===== src/rtl/assert_macros.svh =====
// Assertion macros shared by the linked deque RTL.
// Each macro expects a clock named i_clk and an active-low reset named i_rst_n in scope.
`ifndef ASSERT_MACROS_SVH
`define ASSERT_MACROS_SVH

// Property that must hold at every clock edge outside reset.
`define LDQ_ASSERT(lbl, expr, msg) \
    lbl: assert property (@(posedge i_clk) disable iff (!i_rst_n) (expr)) else $error(msg);

// Same-cycle implication.
`define LDQ_ASSERT_IMP(lbl, ante, cons, msg) \
    lbl: assert property (@(posedge i_clk) disable iff (!i_rst_n) (ante) |-> (cons)) \
        else $error(msg);

// Next-cycle implication.
`define LDQ_ASSERT_NXT(lbl, ante, cons, msg) \
    lbl: assert property (@(posedge i_clk) disable iff (!i_rst_n) (ante) |=> (cons)) \
        else $error(msg);

`endif


===== src/rtl/ldq_ram.sv =====
// Generic simple dual-port RAM: one write port, one read port, registered read data.
// No dependencies.
module ldq_ram #(
    parameter int WIDTH = 8,
    parameter int DEPTH = 16,
    localparam int AW   = $clog2(DEPTH)
) (
    input  logic             i_clk,
    input  logic             i_we,
    input  logic [AW-1:0]    i_waddr,
    input  logic [WIDTH-1:0] i_wdata,
    input  logic [AW-1:0]    i_raddr,
    output logic [WIDTH-1:0] o_rdata
);

    logic [WIDTH-1:0] mem [DEPTH];
    logic [WIDTH-1:0] r_rdata;

    always_ff @(posedge i_clk) begin
        if (i_we) begin
            mem[i_waddr] <= i_wdata;
        end
        r_rdata <= mem[i_raddr];
    end

    assign o_rdata = r_rdata;

endmodule


===== config.mk =====
export PLATFORM = sky130hd
export DESIGN_NAME = ldq_ram
export DESIGN_NICKNAME = d
export VERILOG_FILES = /design/src/rtl/assert_macros.svh /design/src/rtl/ldq_ram.sv
export SDC_FILE = /design/constraint.sdc
export NUM_CORES = 1
export LEC_CHECK = 0
export BUFFER_PORTS_ARGS = -buffer_cell sky130_fd_sc_hd__clkbuf_2
export CORE_ASPECT_RATIO = 0.9
export CORE_MARGIN = 1.5
export CORE_UTILIZATION = 60
export CTS_BUF_LIST = sky130_fd_sc_hd__clkbuf_4 sky130_fd_sc_hd__clkbuf_8 sky130_fd_sc_hd__clkbuf_16
export DETAILED_ROUTE_END_ITERATION = 6
export PLACE_DENSITY = 0.78
export SLEW_MARGIN = 5
export SYNTH_ARGS = -nofsm -noshare
export SYNTH_HDL_FRONTEND = slang
export SYNTH_SLANG_ARGS = --single-unit
export TNS_END_PERCENT = 1

===== constraint.sdc =====
create_clock -name i_clk -period 2.9 [get_ports i_clk]
set_clock_uncertainty 0.2 [all_clocks]
set_input_delay 0 -clock i_clk [delete_from_list [all_inputs] [get_ports i_clk]]
set_output_delay 0 -clock i_clk [all_outputs]
set_load 0.01 [all_outputs]

## Yosys cells after proc, flatten, opt, wreduce, memory -nomap -nowiden

Memories as Yosys holds them, arrays and structs flattened. A register that Yosys moved wholly into a read port is not among the register bits.
Index checks and enable logic that the tools add are counted.

| word-level totals | value |
|---|---|
| bits of input ports | 18 |
| register bits | 0 |
| memories | 1 |
| RAM bits | 128 |
| word-level logic and storage cells | 3 |
| output and inout bits | 8 |

Memories:

| memory | words | width | rd ports | clocked after memory_dff | write ports | line | source |
|---|---|---|---|---|---|---|---|
| mem | 16 | 8 | 1 | 1 | 1 | ldq_ram.sv:16 | `logic [WIDTH-1:0] mem [DEPTH];` |

| cells by class | value |
|---|---|
| multiplexer cells | 2 |

Operators by type and width:

| kind | number |
|---|---|
| $mux 1 | 2 |

## Longest topological paths before layout

Gate-level depths: netlist of run 1.

| depth | value |
|---|---|
| word-level depth | 2 |
| gate-level depth with buffers | 5 |
| depth with buffers taken out | 3 |

## Worst setup path after synthesis of run 1

Ideal clock, no wire load.

| path | value |
|---|---|
| kind | input port to flip-flop |
| from | input port i_waddr[2] |
| to | memory mem[0][0], enable pin |
| setup time | 383 ps |
| arrival time | 1110 ps |
| stages | 2 |
| required time | 2317 ps |
| path buffers | 0 |
| setup slack | 1207 ps |
| cell sequence | or3b_2 > nor3_1 |

RTL lines:

| what | line | source |
|---|---|---|
| from (decl) | ldq_ram.sv:10 | `input logic [AW-1:0] i_waddr,` |
| to (decl) | ldq_ram.sv:16 |  |

Straight into the memory's write port.

==> results of run 1 <==
==> cell usage after synthesis, drive strengths merged <==
cell type      instances
and2b                  1
buf                    7
or3b                   1
nor3                   4
nand3b                 2
mux4                  32
a22oi                 16
edfxtp               128
and2                   1
nand3                  1
dfxtp                  8
nor2b                  1
clkdlybuf4s25          3
nand2b                 2
nand2                  9
nor2                  13
==> repair_timing <==
action	CTS	global route
endpoints found under the hold margin	255	0
endpoints found under the setup margin	0	1
hold buffers	21	0
==> worst paths after layout <==
kind,endpoint,slack [ns],cells after the start
worst max register to register,o_rdata[3],0.32,5
worst min-delay path,o_rdata[0],0.14,4
worst min register to register,o_rdata[2],0.47,3
worst max-delay path,o_rdata[3],0.32,5
==> power by group <==
group          switching (uW)  internal [uW]  total, uW
sequential               13.2           2200       2210
clock                     756           1260       2010
combinational             121            100        221
total                     891           3560       4450
==> cell families after synthesis <==
| family | Yosys count | share of synthesized area, % |
|---|---|---|
| DFF | 136 | 77.78 |
| muxes | 32 | 15.02 |
| AOI/OAI and AO/OA | 16 | 2.334 |
| and+or+nand+nor | 35 | 3.184 |
| buffers and inverters | 10 | 1.677 |
==> critical path, stage by stage (launching register included) <==
cell	delay, ns
edfxtp_1	0.36
mux4_1	0.52
a22oi_1	0.20
dlygate4sd3_1	0.57
nand2_1	0.05
dlygate4sd3_1	0.56
==> layout make-up <==
cell class / count / area (sq um)
Clock inverter: 12 / 127.6
Fill cell: 449 / 2008
Clock buffer: 20 / 442.9
Sequential cell: 136 / 4004
Timing Repair Buffer: 55 / 400.4
Multi-Input combinational cell: 83 / 1057
Tap cell: 115 / 143.9
==> layer usage <==
metal	track usage, %	vias up
li1	-	1102
met1	34.56	1271
met2	40.15	108
met3	6.811	5
met4	5.751	0
met5	0	-
==> registers in the layout, indices dropped and copies added, names as in the netlist <==
| register | flops |
|---|---|
| mem | 128 |
| o_rdata | 8 |
==> stage by stage <==
stage | setup slack [ns] | utilization (%) | instance area, sq um | hold slack [ns]
detailed placement | 0.8877 | 66.04 | 5405 | 0.1887
global placement | 0.9305 | 66.04 | 5405 | 0.1884
global route | 0.1674 | 75.46 | 6176 | 0.2042
finish | 0.3238 | 75.46 | 6176 | 0.1382
floorplan | 1.207 | - | 5147 | -0.1011
CTS | 0.1060 | 75.58 | 6186 | 0.1365
==> summary.md, run 1 <==
| Metric | Value |
|---|---|
| Hold/Removal Path Class | input pin to flop |
| Fin crit period | 2.576 ns |
| Antenna Diode Count | 0 |
| Register bit total from synthesis | 136 |
| Power density over cell area | 720.1 nW/um^2 |
| WL met1 | ~3900 microns |
| Synth area leaders | edfxtp_1 75%, mux4_2 7.9%, mux4_1 7.1%, dfxtp_1 3.1%, a22oi_1 2.3% |
| Post-Route WL | 9943 microns |
| Unrepaired setup endpoints after global routing | false |
| CTS buffer count | 17 |
| RR Startpoint | mem[1][3] |
| Final ANT Viol Nets | 0 |
| Bufs on Longest Clock Path | 2 |
| Commonest cells after routing, fill and taps aside | 128 x edfxtp_1, 25 x clkbuf_2, 20 x dlygate4sd3_1 |
| Worst slew pin tran | 0.9500 ns |
| Vias in the first global route | 2,651 |
| Vias | 2,486 |
| Non-filler cells, final | 421 |
| WL met2 | 5173 microns |
| Clk_lat worst skew | 0.51 ns |
| Crit start category | flop |
| Cell taking the most area after synthesis | edfxtp_1 |
| Global route overflow | 0 |
| Synth top area share | 74.67% |
| # IOs | 26 |
| Sequential fraction of the synthesis area | between 70 and 80% |
| Ratio of cells with drive above 1 in the final layout | 28.10% |
| H-Tree Depth | 4 |
| Root Buffer | clkbuf_8 |
| Static leakage | approximately 0.0021 uW |
| Worst path required time | 3.10 ns |
| Hold path start | i_raddr[1] |
| Antenna violations before repair | 0 |
| GP Congestion | between 0.7 and 0.8 |
| Max Used Layer | met4 |
| Buffers on Ports | 25 |
| Average wire per standard cell | 23.62 microns |
| Mapped Area | 5147 sq um |
| Detailed Routing Iterations Pass 1 | 4 |
| Yosys warning count | 0 |
| Placed cell count | 369 |
| Fmax | 388.2 MHz |
| Detail Route met3 WL | between 800 and 900 microns |
| Post-CTS resize count | 0 |
| Largest net degree at the start of global routing | 23 |
| Cell Rows | 31 |
| Area grow syn2layout | 19.98% |
| Setup TNS Final | 0 ns |
| Synth Area per Inst | 22.48 sq um |
| Vias per cell | 5.905 |
| Total Power | between 4000 and 5000 uW |
| Core Box Area | just over 8000 sq um |
| Final #Nets | slightly above 300 |
| Outcome | finished clean |
| Hpwl dp | approximately 6000 microns |
| Maximum fanout along the worst path | 1 |
| Max-slew violations | 0 |
| Max-cap viol count | 0 |
| Worst vdd ir | 430.2 uV |
| Count of endpoints failing setup in the final report | 0 |
| Reg clk slew, reported paths | 0.06 ns |
| Detailed Route Iter0 Violations | roughly 230 |
| Yosys cell types | 19 |
| Max_slew headroom | 36.43% |
| Die Y | 90.87 microns |
| Worst setup path class | flop to flop |
| Die area | 9145 sq um |
| Initial Util | 62.90% |
| CTS tree | yes |
| DRC errors left | 0 |
| Most common cell after layout, fill and taps aside | edfxtp_1 |
| Hold Violations, Final | 0 |
| Fin crit share | 88.84% |
| Clk sink count | 136 |
| First-pass GRT wire length | 15,320 microns |
| Tot GR Track Use | between 20% and 30% |
| Crit. Startpoint | mem[1][3] |
| Die W | 100.6 microns |
| Mapped Cells | 229 |
| CP arrival | 2.78 ns |
| Post-CTS Setup Inserts | 0 |
| Critical Path Sink Type | flop |
| Post-Syn Nets | 247 |
No activity file was read; power rests on OpenSTA's default activity.
==> run 2: changes to the inputs <==
- CORE_UTILIZATION: 60 -> 35
- PLACE_DENSITY: 0.78 -> unset
==> summary.md, run 2 (same netlist as run 1, synthesis figures left out) <==
| Metric | Value |
|---|---|
| Outcome | finished with violations |
| Failing checks | negative hold slack |
| Placed cell count | 443 |
| Post-Route WL | roughly 9900 microns |
| Count of endpoints failing setup in the final report | 0 |
| Fill cell count | 1,243 |
| Worst slew pin tran | between 0.9 and 1 ns |
| Clk_lat worst skew | approximately 0.42 ns |
| Die W | 130.8 microns |
| Bufs on Longest Clock Path | 2 |
| Multi-input logic area | 1057 sq um |
| DRC errors left | 0 |
| Unrepaired setup endpoints after global routing | false |
| Post-CTS Setup Inserts | 0 |
| Most flop-heavy register | mem |
| Hold Violations, Final | 1 |
| CP arrival | 1.70 ns |
| Power density over cell area | 724.8 nW/um^2 |
| Hold path start | i_raddr[2] |
| Critical Path Sink Type | flop |
| Largest net degree at the start of global routing | 22 |
| Detail Route met3 WL | 674 microns |
| Cell Rows | slightly above 40 |
| Buffers on Ports | 25 |
| Detailed Route Iter0 Violations | 235 |
| Clk sink count | 136 |
| RR Startpoint | mem[1][1] |
| Worst vdd ir | approximately 420 uV |
| First-pass GRT wire length | between 10,000 and 15,000 microns |
| Fmax | about 530 MHz |
| Reg clk slew, reported paths | 0.05 ns |
| CTS buffer count | 17 |
| # IOs | 26 |
| Vias per cell | 4.992 |
| Max_slew headroom | 36.34% |
| WL met2 | 4406 microns |
| Detailed Routing Iterations Pass 1 | 4 |
| Tot GR Track Use | 13.94% |
| Net Sw Frac | between 10% and 20% |
| Final ANT Viol Nets | 0 |
| Max-slew violations | 0 |
| Fin crit period | 1.873 ns |
| Max-cap viol count | 0 |
| Crit. Startpoint | i_waddr[1] |
| Initial Util | 36.22% |
| Average wire per standard cell | approximately 20 microns |
| Root Buffer | clkbuf_16 |
| Largest register FFs | roughly 130 |
| Die area | around 15,000 sq um |
| Global route overflow | 0 |
| Final #Nets | roughly 300 |
| Seq pwr share | 49.6% |
| H-Tree Depth | 4 |
| Fin util | 43.27% |
| Static leakage | 0.002064 uW |
| Worst Reg-to-Reg Cells | 3 |
| Area grow syn2layout | 19.45% |
| Internal | ~3600 uW |
| Comb power frac | 4.7% |
| Fin crit share | 64.58% |
| CTS tree | yes |
| Crit start category | input pin |
| Core Box Area | 14,210 sq um |
| WL met1 | 4651 microns |
| Vias | 2,421 |
| Post-CTS resize count | 0 |
| GP Congestion | roughly 0.7 |
| Worst path required time | 2.73 ns |
| Hold/Removal Path Class | input pin to flop |
| Vias in the first global route | around 2,500 |
| Antenna violations before repair | 0 |
| Sw Pwr | roughly 870 uW |
| Worst setup path class | input pin to flop |
| Register area | 4004 sq um |
| Die Y | 118.1 microns |
| Hold depth | 4 |
| Ratio of cells with drive above 1 in the final layout | roughly 27% |
| Commonest cells after routing, fill and taps aside | 128 x edfxtp_1, 25 x clkbuf_2, 18 x mux4_2 |
| Placed inst area | 5473 sq um |
| Antenna Diode Count | 0 |
| WHS | -0.001486 ns |
| Hpwl dp | about 6300 microns |
| Post-route cell area | 6148 sq um |
| Setup TNS Final | 0 ns |
| Clk pwr share | between 40% and 50% |
| Non-filler cells, final | between 400 and 500 |
| Most common cell after layout, fill and taps aside | edfxtp_1 |
| Maximum fanout along the worst path | 8 |
| Max Used Layer | met4 |
## run 2: layer usage
layer  vias up  GRT usage, %
li1       1073             -
met5         -             0
met2        77         19.01
met4         0         4.945
met1      1256         19.87
met3        15         5.955
## run 2: cell type report
type | instances | share of cell area [%]
Tap cell | 193 | 3.928
Multi-Input combinational cell | 83 | 17.20
Sequential cell | 136 | 65.12
Clock inverter | 5 | 0.7733
Timing Repair Buffer | 42 | 4.558
Clock buffer | 26 | 8.425
## run 2: final timing paths
check | endpoint | slack [ns]
worst max register to register | o_rdata[1] | 1.28
worst min register to register | o_rdata[2] | 0.48
worst min-delay path | o_rdata[4] | -0.001
worst max-delay path | mem[13][3] | 1.03
## run 2: metrics by stage
stage                     total power (uW)  hold slack (ns)  worst slack [ns]
after CTS                             4485        0.0008599             1.045
final                                 4457        -0.001486             1.027
after floorplan                       2365          -0.1011             1.207
after global placement                2445           0.1917            0.7638
after detailed placement              2452           0.1901            0.7502
after global routing                  4596          0.04510            0.9288
## run 2: worst max-delay path: stages
cell	delay, ns
dlygate4sd3_1	0.54
clkbuf_2	0.17
nand2b_1	0.24
nor2_1	0.75
## run 2: repair_timing
action	in CTS	in global routing
hold endpoints to repair	159	0
hold buffers	11	0
setup endpoints to repair	0	0
## run 2: power by group through the flow
stage / Clock (uW) / Combinational [uW] / Sequential (uW)
after global routing: 2150 / 230 / 2210
final: 2040 / 209 / 2210
after global placement: 0 / 196 / 2250
after CTS: 2060 / 212 / 2210
after floorplan: 0 / 112 / 2250
after detailed placement: 0 / 201 / 2250
